==> config.mk <==
export PLATFORM = sky130hd
export DESIGN_NAME = modular_exponentiation
export DESIGN_NICKNAME = d
export VERILOG_FILES = /design/src/sv/modexp_pkg.sv /design/src/sv/modexp_mulmod.sv /design/src/sv/modular_exponentiation.sv
export SDC_FILE = /design/constraint.sdc
export NUM_CORES = 2
export LEC_CHECK = 0
export BUFFER_PORTS_ARGS = -buffer_cell sky130_fd_sc_hd__buf_2
export CAP_MARGIN = 5
export CORE_MARGIN = 1
export CORE_UTILIZATION = 45
export CTS_BUF_LIST = sky130_fd_sc_hd__clkbuf_4 sky130_fd_sc_hd__clkbuf_8
export DETAILED_ROUTE_END_ITERATION = 10
export MAX_ROUTING_LAYER = met4
export PLACE_DENSITY = 0.71
export SLEW_MARGIN = 25
export SYNTH_ARGS = -nofsm -noshare
export SYNTH_HDL_FRONTEND = slang
export SYNTH_SLANG_ARGS = --single-unit
==> constraint.sdc <==
create_clock -name clk_i -period 9.85 [get_ports clk_i]
set_input_delay 0 -clock clk_i [delete_from_list [all_inputs] [get_ports clk_i]]
set_output_delay 0 -clock clk_i [all_outputs]
set_load 0.02 [all_outputs]
==> src/sv/modexp_pkg.sv <==
// Package: modulus constants and the request/response types of the modular multiplier.
`timescale 1ns / 1ps
`default_nettype none
package modexp_pkg;

  // Operand and result width of the modular multiplier (the prime is below 2^30).
  localparam int unsigned ModW = 30;

  // The fixed prime modulus.
  localparam logic [ModW-1:0] Prime = 30'd1000000007;

  // Barrett constant: floor(2^60 / Prime), fits in 31 bits.
  localparam logic [63:0] MuWide = (64'd1 << 60) / 64'd1000000007;
  localparam logic [30:0] Mu     = MuWide[30:0];

  // Upper bound of the remainder before the final corrections (3 * Prime).
  localparam logic [31:0] Prime3 = 32'd3000000021;

  // Request into the modular multiplier.
  typedef struct packed {
    logic            start;
    logic [ModW-1:0] a;
    logic [ModW-1:0] b;
  } mm_req_t;

  // Response from the modular multiplier; done is a one-cycle pulse.
  typedef struct packed {
    logic            done;
    logic [ModW-1:0] prod;
  } mm_rsp_t;

endpackage
`default_nettype wire

==> src/sv/modexp_mulmod.sv <==
// Multi-cycle modular multiplier: one shared multiplier with Barrett reduction.
`timescale 1ns / 1ps
`default_nettype none
module modexp_mulmod (
  input  logic               clk_i,
  input  logic               rst_ni,
  input  modexp_pkg::mm_req_t req_i,
  output modexp_pkg::mm_rsp_t rsp_o
);
  import modexp_pkg::*;

  typedef enum logic [2:0] {
    MM_IDLE,
    MM_QEST,
    MM_BACK,
    MM_FIX1,
    MM_FIX2
  } mm_state_e;

  mm_state_e       state_q;
  logic [59:0]     prod_q;   // full product a*b
  logic [30:0]     quot_q;   // Barrett quotient estimate
  logic [31:0]     rem_q;    // remainder, below 3*Prime
  logic [ModW-1:0] res_q;
  logic            done_q;

  logic [30:0] op_a;
  logic [30:0] op_b;
  logic [61:0] mul_w;
  logic [31:0] rem_fix;

  // Operand select for the single multiplier
  always_comb begin
    case (state_q)
      MM_IDLE: begin
        op_a = {1'b0, req_i.a};
        op_b = {1'b0, req_i.b};
      end
      MM_QEST: begin
        op_a = prod_q[59:29];
        op_b = Mu;
      end
      MM_BACK: begin
        op_a = quot_q;
        op_b = {1'b0, Prime};
      end
      default: begin
        op_a = '0;
        op_b = '0;
      end
    endcase
  end

  assign mul_w   = op_a * op_b;
  assign rem_fix = (rem_q >= {2'b0, Prime}) ? (rem_q - {2'b0, Prime}) : rem_q;

  always_ff @(posedge clk_i or negedge rst_ni) begin
    if (!rst_ni) begin
      state_q <= MM_IDLE;
      done_q  <= 1'b0;
    end else begin
      done_q <= 1'b0;
      case (state_q)
        MM_IDLE: begin
          if (req_i.start) begin
            state_q <= MM_QEST;
          end
        end
        MM_QEST: state_q <= MM_BACK;
        MM_BACK: state_q <= MM_FIX1;
        MM_FIX1: state_q <= MM_FIX2;
        MM_FIX2: begin
          state_q <= MM_IDLE;
          done_q  <= 1'b1;
        end
        default: state_q <= MM_IDLE;
      endcase
    end
  end

  // Datapath registers, no reset needed
  always_ff @(posedge clk_i) begin
    case (state_q)
      MM_IDLE: begin
        if (req_i.start) begin
          prod_q <= mul_w[59:0];
        end
      end
      MM_QEST: quot_q <= mul_w[61:31];
      // remainder < 2^32, so the low 32 bits are exact
      MM_BACK: rem_q  <= prod_q[31:0] - mul_w[31:0];
      MM_FIX1: rem_q  <= rem_fix;
      MM_FIX2: res_q  <= rem_fix[ModW-1:0];
      default: ;
    endcase
  end

  assign rsp_o.done = done_q;
  assign rsp_o.prod = res_q;

  // Barrett estimate leaves at most two corrections
  assert property (@(posedge clk_i) disable iff (!rst_ni)
    state_q == MM_BACK |=> rem_q < Prime3)
    else $error("mulmod: remainder out of correction range");

  assert property (@(posedge clk_i) disable iff (!rst_ni)
    done_q |-> res_q < Prime)
    else $error("mulmod: result not reduced");

  assert property (@(posedge clk_i) disable iff (!rst_ni)
    state_q == MM_FIX2 |=> done_q && state_q == MM_IDLE)
    else $error("mulmod: missing done pulse");

endmodule
`default_nettype wire

==> src/sv/modular_exponentiation.sv <==
// Top level: square-and-multiply modular exponentiation modulo 1000000007.
//
// Computes base^exponent mod 1000000007 for one transaction at a time. The
// base is first reduced by repeated subtraction (at most two subtractions),
// then the exponent is scanned LSB first over min(EXPONENT_BITS, 31) bits.
// Each bit costs one modular squaring and, on a set bit, one modular
// multiply beforehand; both run on a single shared Barrett multiplier. A
// finished result waits in S_DONE until any earlier result has left the
// output register. The next transaction can be accepted in the same cycle
// that the result appears. s_axis_tready is high only while no item is in
// work; a finished result sits in the output register, so the next
// transaction is accepted while the result is still waiting on
// m_axis_tready. A zero exponent yields 1, including for a zero base.
`timescale 1ns / 1ps
`default_nettype none
module modular_exponentiation #(
  parameter int unsigned EXPONENT_BITS = 31
) (
  input  logic        clk_i,
  input  logic        rst_ni,
  // input stream
  input  logic        s_axis_tvalid,
  output logic        s_axis_tready,
  input  logic [63:0] s_axis_tdata,   // [30:0] base, [61:31] exponent, [63:62] zero
  // output stream
  output logic        m_axis_tvalid,
  input  logic        m_axis_tready,
  output logic [31:0] m_axis_tdata    // [29:0] power_mod, [31:30] zero
);
  import modexp_pkg::*;

  // Exponent field is 31 bits wide; higher scan positions never hold a set bit
  // and cannot change the result.
  localparam int unsigned ScanBits = (EXPONENT_BITS < 31) ? EXPONENT_BITS : 31;
  localparam int unsigned CntW     = $clog2(ScanBits + 1);

  typedef enum logic [2:0] {
    S_IDLE,
    S_REDUCE,
    S_BIT,
    S_WMUL,
    S_WSQ,
    S_DONE
  } state_e;

  state_e          state_q;
  logic [30:0]     run_q;    // running base; 31 bits only while reducing
  logic [30:0]     exp_q;    // exponent, shifted right per bit
  logic [ModW-1:0] acc_q;    // accumulator
  logic [CntW-1:0] cnt_q;    // bit position
  logic            out_valid_q;
  logic [ModW-1:0] out_q;

  mm_req_t mm_req;
  mm_rsp_t mm_rsp;

  logic in_fire;
  logic out_free;

  assign in_fire  = s_axis_tvalid && s_axis_tready;
  assign out_free = !out_valid_q || m_axis_tready;

  modexp_mulmod u_mulmod (
    .clk_i  (clk_i),
    .rst_ni (rst_ni),
    .req_i  (mm_req),
    .rsp_o  (mm_rsp)
  );

  // Multiplier requests: acc*run on a set bit, then run*run
  always_comb begin
    mm_req.start = 1'b0;
    mm_req.a     = run_q[ModW-1:0];
    mm_req.b     = run_q[ModW-1:0];
    case (state_q)
      S_BIT: begin
        mm_req.start = 1'b1;
        if (exp_q[0]) begin
          mm_req.a = acc_q;
        end
      end
      S_WMUL: mm_req.start = mm_rsp.done;
      default: ;
    endcase
  end

  always_ff @(posedge clk_i or negedge rst_ni) begin
    if (!rst_ni) begin
      state_q     <= S_IDLE;
      out_valid_q <= 1'b0;
      cnt_q       <= '0;
    end else begin
      // S_DONE reloads the output register itself
      if (out_valid_q && m_axis_tready && state_q != S_DONE) begin
        out_valid_q <= 1'b0;
      end
      case (state_q)
        S_IDLE: begin
          if (in_fire) begin
            state_q <= S_REDUCE;
            cnt_q   <= '0;
          end
        end
        S_REDUCE: begin
          // base < 2^31 < 3*Prime: at most two subtractions
          if (run_q < {1'b0, Prime}) begin
            state_q <= S_BIT;
          end
        end
        S_BIT: begin
          state_q <= exp_q[0] ? S_WMUL : S_WSQ;
        end
        S_WMUL: begin
          if (mm_rsp.done) begin
            state_q <= S_WSQ;
          end
        end
        S_WSQ: begin
          if (mm_rsp.done) begin
            if (cnt_q == CntW'(ScanBits - 1)) begin
              state_q <= S_DONE;
            end else begin
              state_q <= S_BIT;
              cnt_q   <= cnt_q + CntW'(1);
            end
          end
        end
        S_DONE: begin
          if (out_free) begin
            out_valid_q <= 1'b1;
            state_q     <= S_IDLE;
          end
        end
        default: state_q <= S_IDLE;
      endcase
    end
  end

  // Payload registers
  always_ff @(posedge clk_i) begin
    case (state_q)
      S_IDLE: begin
        if (in_fire) begin
          run_q <= s_axis_tdata[30:0];
          exp_q <= s_axis_tdata[61:31];
          acc_q <= ModW'(1);
        end
      end
      S_REDUCE: begin
        if (run_q >= {1'b0, Prime}) begin
          run_q <= run_q - {1'b0, Prime};
        end
      end
      S_WMUL: begin
        if (mm_rsp.done) begin
          acc_q <= mm_rsp.prod;
        end
      end
      S_WSQ: begin
        if (mm_rsp.done) begin
          run_q <= {1'b0, mm_rsp.prod};
          exp_q <= {1'b0, exp_q[30:1]};
        end
      end
      S_DONE: begin
        if (out_free) begin
          out_q <= acc_q;
        end
      end
      default: ;
    endcase
  end

  assign s_axis_tready = (state_q == S_IDLE);
  assign m_axis_tvalid = out_valid_q;
  assign m_axis_tdata  = {2'b00, out_q};

  // A response only arrives while the sequencer waits for one
  assert property (@(posedge clk_i) disable iff (!rst_ni)
    mm_rsp.done |-> (state_q == S_WMUL || state_q == S_WSQ))
    else $error("modexp: unexpected multiplier response");

  // Delivered results are fully reduced
  assert property (@(posedge clk_i) disable iff (!rst_ni)
    m_axis_tvalid |-> m_axis_tdata[ModW-1:0] < Prime)
    else $error("modexp: result not reduced");

  // An accepted transaction goes straight to base reduction
  assert property (@(posedge clk_i) disable iff (!rst_ni)
    in_fire |=> state_q == S_REDUCE)
    else $error("modexp: accept did not start the sequence");

  // Running base is reduced before any multiply is issued
  assert property (@(posedge clk_i) disable iff (!rst_ni)
    mm_req.start |-> run_q < {1'b0, Prime})
    else $error("modexp: multiply issued on unreduced base");

endmodule
`default_nettype wire
# [Yosys cells after proc, flatten, opt, wreduce, memory -nomap -nowiden]
# Cells that the tools add are included.
[word_totals] ff_bits=288 latchBits=0 ram_bits=0 rom_bits=0 inputBits=68 out_inout_bits=34 memories=0
[classes] add_sub_neg=4 multipliers=1 div_mod_pow=0 n_lt_le_gt_ge=3 eq_ne=20 n_shift=0 muxes=35 bitwise_logic=0 n_reduce_logical=19
[ops] operator="31-bit case mux with 3 select lines" count=3
[ops] operator="31-bit two-way mux" count=5
[ops] operator="30-bit two-way mux" count=4
[ops] operator="32-bit case mux with 2 select lines" count=1
[ops] operator="31-bit by 31-bit multiplier with 62-bit output" count=1
[ops] operator="31-bit case mux with 2 select lines" count=1
[ops] operator="30-bit case mux with 2 select lines" count=1
[ops] operator="32-bit by 30-bit >= comparator with 1-bit output, second input constant" count=1
[ops] operator="32-bit two-way mux" count=1
[ops] operator="32-bit by 30-bit subtractor with 32-bit output, second input constant" count=1
[ops] operator="32-bit subtractor" count=1
[ops] operator="31-bit by 30-bit >= comparator with 1-bit output, second input constant" count=1
[ops] operator="31-bit by 30-bit less-than comparator with 1-bit output, second input constant" count=1
[ops] operator="31-bit by 30-bit subtractor with 31-bit output, second input constant" count=1
[ops] operator="3-bit two-way mux" count=8
[ops] operator="3-bit case mux with 6 select lines" count=1
[ops] operator="5-bit two-way mux" count=3
[ops] operator="3-bit by 2-bit == test with 1-bit output, second input constant" count=4
[ops] operator="3-bit case mux with 4 select lines" count=1
[ops] operator="2-bit != test, second input constant" count=5
[ops] operator="5-bit case mux with 2 select lines" count=1
[ops] operator="3-bit == test, second input constant" count=3
[ops] operator="2-bit by 1-bit != test with 1-bit output, second input constant" count=4
[ops] operator="4-bit AND reduction" count=2
[ops] operator="other kinds (15)" count=27

# [Longest topological paths before layout]
[logic_depth] ltp_word=6 depth_mapped=46 mapped_depth_nobuf=44

# [By module]
# From an unflattened synthesis, not the netlist that was laid out.
[hier_totals] cells_unflattened=4765 area_unflattened_um2=45028.2
[modules_own_cells] module="modexp_mulmod" instances=1 cells_per_inst=4202 area_each_um2=38494.4
[modules_own_cells] module="modular_exponentiation" instances=1 cells_per_inst=563 area_each_um2=6533.8

# [Worst setup path before layout]
# No wires, ideal clock.
[synth_timing] kind="register -> register" startpoint="register state_q[2]" endpoint="register u_mulmod.rem_q[31] (data pin)" setup_ns=0.255 arrival_time_ns=9.633 path_slack_ns=-0.038 stages_incl_launch_ff=43 n_path_buf=2 cell_sequence="dfrtp_1 > inv_1 > nand2_1 > nor2_1 > clkbuf_1 > mux2i_1 > nor2_1 > a21oi_1 > nor2_1 > a21oi_1 > or2_2 > clkbuf_1 > nor2_1 > fa_1 > fa_1 > fa_1 > inv_1 > fa_1 > [7 not listed] > ha_1 > nand3_2 > nor4_1 > o21ai_1 > and2_1 > o21ai_0 > xor2_1 > inv_1 > ha_1 > nand3_1 > nor2_1 > a31oi_1 > maj3_1 > o21bai_1 > a21oi_1 > o221a_1 > or3_1 > a31o_1"
[synth_between] elab_chain_cells=6
[synth_rtl] element="start: declaration" line="modular_exponentiation.sv:46" source="state_e state_q;"
[synth_rtl] element="start signal: assignment" line="modular_exponentiation.sv:111" source="state_q <= exp_q[0] ? S_WMUL : S_WSQ;"
[synth_rtl] element="3-bit by 2-bit == test with 1-bit output" line="modular_exponentiation.sv:75" source="case (state_q)"
[synth_rtl] element="30-bit two-way mux" line="modular_exponentiation.sv:75"
[synth_rtl] element="31-bit case mux with 3 select lines" line="modexp_mulmod.sv:34" source="case (state_q)"
[synth_rtl] element="31-bit by 31-bit multiplier with 62-bit output" line="modexp_mulmod.sv:54" source="assign mul_w = op_a * op_b;"
[synth_rtl] element="via u_mulmod.mul_w[18]" line="modexp_mulmod.sv:29" source="logic [61:0] mul_w;"
[synth_rtl] element="32-bit subtractor" line="modexp_mulmod.sv:91" source="MM_BACK: rem_q <= prod_q[31:0] - mul_w[31:0];"
[synth_rtl] element="32-bit case mux with 2 select lines" line="modexp_mulmod.sv:83" source="case (state_q)"
[synth_rtl] element="end signal: assignment" line="modexp_mulmod.sv:91"
[synth_rtl] element="end signal: assignment" line="modexp_mulmod.sv:92" source="MM_FIX1: rem_q <= rem_fix;"
[synth_rtl] element="end: declaration" line="modexp_mulmod.sv:23" source="logic [31:0] rem_q;"
# The timed path passes the listed nets, and every way through them passes these cells.
# A chain may end at the register's enable or synchronous reset.

# [Worst setup path in the final report]
[layout_timing] startpoint="register u_mulmod.state_q[1]" endpoint="register u_mulmod.rem_q[27] (data pin)"
[layout_between] elab_chain_cells=5
[layout_rtl] element="start: declaration" line="modexp_mulmod.sv:20" source="mm_state_e state_q;"
[layout_rtl] element="start signal: assignment" line="modexp_mulmod.sv:59" source="state_q <= MM_IDLE;"
[layout_rtl] element="start signal: assignment" line="modexp_mulmod.sv:66" source="state_q <= MM_QEST;"
[layout_rtl] element="start signal: assignment" line="modexp_mulmod.sv:69" source="MM_QEST: state_q <= MM_BACK;"
[layout_rtl] element="3-bit by 2-bit == test with 1-bit output (tied with other cells)" line="modexp_mulmod.sv:34"
[layout_rtl] element="31-bit case mux with 3 select lines" line="modexp_mulmod.sv:34"
[layout_rtl] element="31-bit by 31-bit multiplier with 62-bit output *" line="modexp_mulmod.sv:54"
[layout_rtl] element="via u_mulmod.mul_w[25]" line="modexp_mulmod.sv:29"
[layout_rtl] element="32-bit subtractor *" line="modexp_mulmod.sv:91"
[layout_rtl] element="32-bit case mux with 2 select lines *" line="modexp_mulmod.sv:83"
# The timed path passes the listed nets; every way through them passes the cells marked *.

==> flow_summary.json <==
{
  "outcome": "complete, no violations",
  "syn_area_per_cell_sq_um": 9.312,
  "drc_errors": 0,
  "crit_required_ps": 10160,
  "grt.overflow.total": 0,
  "critPathMaxStageDelay_ps": 620,
  "final.fill_count": 8800,
  "cp-end-kind": "flop",
  "design_area_sq_um": 52440,
  "wl_per_cell_um": 23.09,
  "hp-class": "in2reg",
  "drive_gt1_share_pct": 17.23,
  "seq_area_sq_um": 8589,
  "worstPathArrival_ps": 9940,
  "dpl-instance-area_sq_um": 49480,
  "ys_ff_latch": 288,
  "cts.sinks": 288,
  "drt_wl_total_um": 151600,
  "min_delay_path_depth": 4,
  "grt_max_degree": 62,
  "synth_ff_type": "edfxtp_1",
  "dieArea_sq_um": 100300,
  "dr_total_vias": 36419,
  "ys.warnings.count": 0,
  "dp_hpwl_um": 122700,
  "first_global_vias": 38425,
  "die_h_um": 316.7,
  "antenna_found_initial": 5,
  "worstRegToRegCells": 31,
  "utilization_pct": 53.36,
  "gp_congestion": 1.046,
  "dr.pass1.iters": 6,
  "h-tree-depth": 2,
  "hold_viol": 0,
  "async_flop_share_pct": 4.514,
  "slew_headroom_pct": 27.34,
  "syn_inst": 4786,
  "max_slew.worst_pin.slew_ps": 1078,
  "max_freq_mhz": 103.9,
  "cts_tree": "yes",
  "grt_use_total_pct": 31.82,
  "cp_common_cell": "fa_1",
  "cp_max_fo": 22,
  "grt_pass1_wl_um": 230500,
  "setup_viol": 0,
  "ios": 102,
  "post-route-period-util_pct": 97.72,
  "multi_input_area_sq_um": 32780,
  "rsz0062_at_grt": "true",
  "io_buffers": 97,
  "synth-edff-count": 275,
  "dr.first_iter.drc_count": 3636,
  "syn_area_sq_um": 44570,
  "viasPerCell": 5.548,
  "nets": 6431,
  "cts_buffer_depth": 3,
  "crit_slowest_cell": "dfrtp_4",
  "maxCapViolations": 0,
  "cp-start-kind": "flop",
  "drv_slew": 0,
  "min_period_ps": 9626,
  "synthDistinctLibCells": 81,
  "clk_pin_slew_ps": 70,
  "skew_ps": 26.14,
  "die_width_um": 316.7,
  "antenna_left": 0,
  "path_class": "reg2reg",
  "cts_made_buffers": 48,
  "core_sq_um": 98280,
  "yosysSeqAreaShare_pct": 19.26,
  "area_growth_pct": 17.65,
  "root_buffer": "clkbuf_8",
  "insertion_delay_ps": 610,
  "rows": 115,
  "initial_utilization_pct": 45.35
}
-- cells in the final DEF, fill, tap and decap left out, types with 66 or more instances in the layout --
cell and n:
ha_1 264, buf_2 97, nor2_1 466, a21o_1 70, a21oi_1 130, inv_1 838, dlygate4sd3_1 66, fa_1 820
buf_4 454, xnor2_1 85, nand2_1 770, o21ai_0 98, edfxtp_1 275
-- flip-flops by register name, indices dropped and copies added, names as in the netlist --
signal and flops:
u_mulmod.prod_q 60, u_mulmod.rem_q 32, exp_q 31, run_q 31, u_mulmod.quot_q 31, acc_q 30, out_q 30, u_mulmod.res_q 30
cnt_q 5, state_q 3, u_mulmod.state_q 3, m_axis_tvalid 1, u_mulmod.done_q 1
-- final cells by class --
class	instances	area share, %
multi-input combinational	3390	62.51
sequential	288	16.38
timing repair buffer	660	10.11
inverter	851	6.092
tap	1287	3.071
clock buffer	69	1.584
clock inverter	17	0.2458
antenna	2	0.009545
-- cells by family (layout without fill, tap and decap cells) --
family | Yosys count | count (layout) | synth area share [%]
AOI/OAI and AO/OA | 530 | 530 | 7.479
adders and majority gates | 1128 | 1128 | 45.76
DFF | 288 | 288 | 19.26
and+or+nand+nor | 1551 | 1551 | 14.49
muxes | 35 | 35 | 0.7945
xor gates and xnor gates | 138 | 138 | 2.788
buffers and inverters | 1114 | 1597 | 9.413
other | 2 | 10 | 0.01685
-- what timing repair did --
action                                 in CTS  in global routing
endpoints found under the hold margin      82                  0
buffers inserted                            0                 45
setup endpoints to repair                   6                 31
hold buffers                               66                  0
gates cloned                                0                  2
pin swaps                                   0                120
resized for setup                          12                213
-- metal layers --
metal  track usage, %  vias to the layer above  wire length [um]
met5                -                        -                 0
met4            12.86                        0              7668
met3            5.100                      409             14860
met2            49.37                     1958             69770
met1            41.77                    18327             59290
li1                 -                    15725                 -
-- per-stage QoR --
stage	setup slack (ps)	hold slack, ps	setup TNS (ps)	cells
3_5_place_dp	-147.4	-59.33	-236.6	6367
5_1_grt	-197.3	202.9	-678.9	6564
2_1_floorplan	78.78	-295.6	0	4792
4_1_cts	3.397	169.0	0	6519
6_report	224.3	206.8	0	6564
3_3_place_gp	-71.06	-63.77	-114.0	6367
-- worst paths after layout --
check / from / endpoint / slack, ps
setup / recovery: u_mulmod.state_q[1]$_DFFE_PN0P_ / u_mulmod.rem_q[27]$_DFFE_PP_ / 220
min in group asynchronous: rst_ni / u_mulmod.state_q[1]$_DFFE_PN0P_ / 620
hold reg to reg: acc_q[26]$_SDFFCE_PP0P_ / out_q[26]$_DFFE_PP_ / 470
max in group asynchronous: rst_ni / u_mulmod.state_q[1]$_DFFE_PN0P_ / 8630
hold / removal: s_axis_tdata[32] / exp_q[1]$_DFFE_PP_ / 210
setup reg to reg: u_mulmod.state_q[1]$_DFFE_PN0P_ / u_mulmod.rem_q[27]$_DFFE_PP_ / 220
-- synth_stat cells, drive strengths merged, types with 8 or more instances --
| library cell | instances | share of area, % |
|---|---|---|
| a21o | 70 | 1.2 |
| a21oi | 169 | 1.9 |
| a221o | 8 | 0.18 |
| a22oi | 27 | 0.45 |
| a31oi | 12 | 0.17 |
| and2 | 23 | 0.32 |
| and3 | 61 | 0.86 |
| buf | 29 | 0.28 |
| clkbuf | 234 | 2.0 |
| dfrtp | 13 | 0.73 |
| edfxtp | 275 | 19 |
| fa | 838 | 38 |
| ha | 286 | 8.0 |
| inv | 851 | 7.2 |
| mux2i | 32 | 0.72 |
| nand2 | 776 | 6.5 |
| nand2b | 18 | 0.25 |
| nand3 | 27 | 0.31 |
| nand4 | 19 | 0.27 |
| nor2 | 509 | 4.3 |
| nor2b | 14 | 0.20 |
| nor3 | 29 | 0.33 |
| o21a | 35 | 0.59 |
| o21ai | 124 | 1.4 |
| o21bai | 14 | 0.24 |
| o31ai | 14 | 0.24 |
| or2 | 30 | 0.42 |
| or3 | 20 | 0.28 |
| xnor2 | 90 | 1.8 |
| xor2 | 48 | 0.96 |
-- worst max-delay path: cells and delay by family, from the launching register on --
kind	cells	cell delay (ps)
xor gates and xnor gates	3	680
DFF	1	620
adders and majority gates	9	4380
AOI/OAI and AO/OA	6	1310
buffers and inverters	9	1250
and+or+nand+nor	4	1030
Power is left out: the tool's default activity adds up to more than one toggle a clock period on the data nets, which glitch-free logic cannot reach.
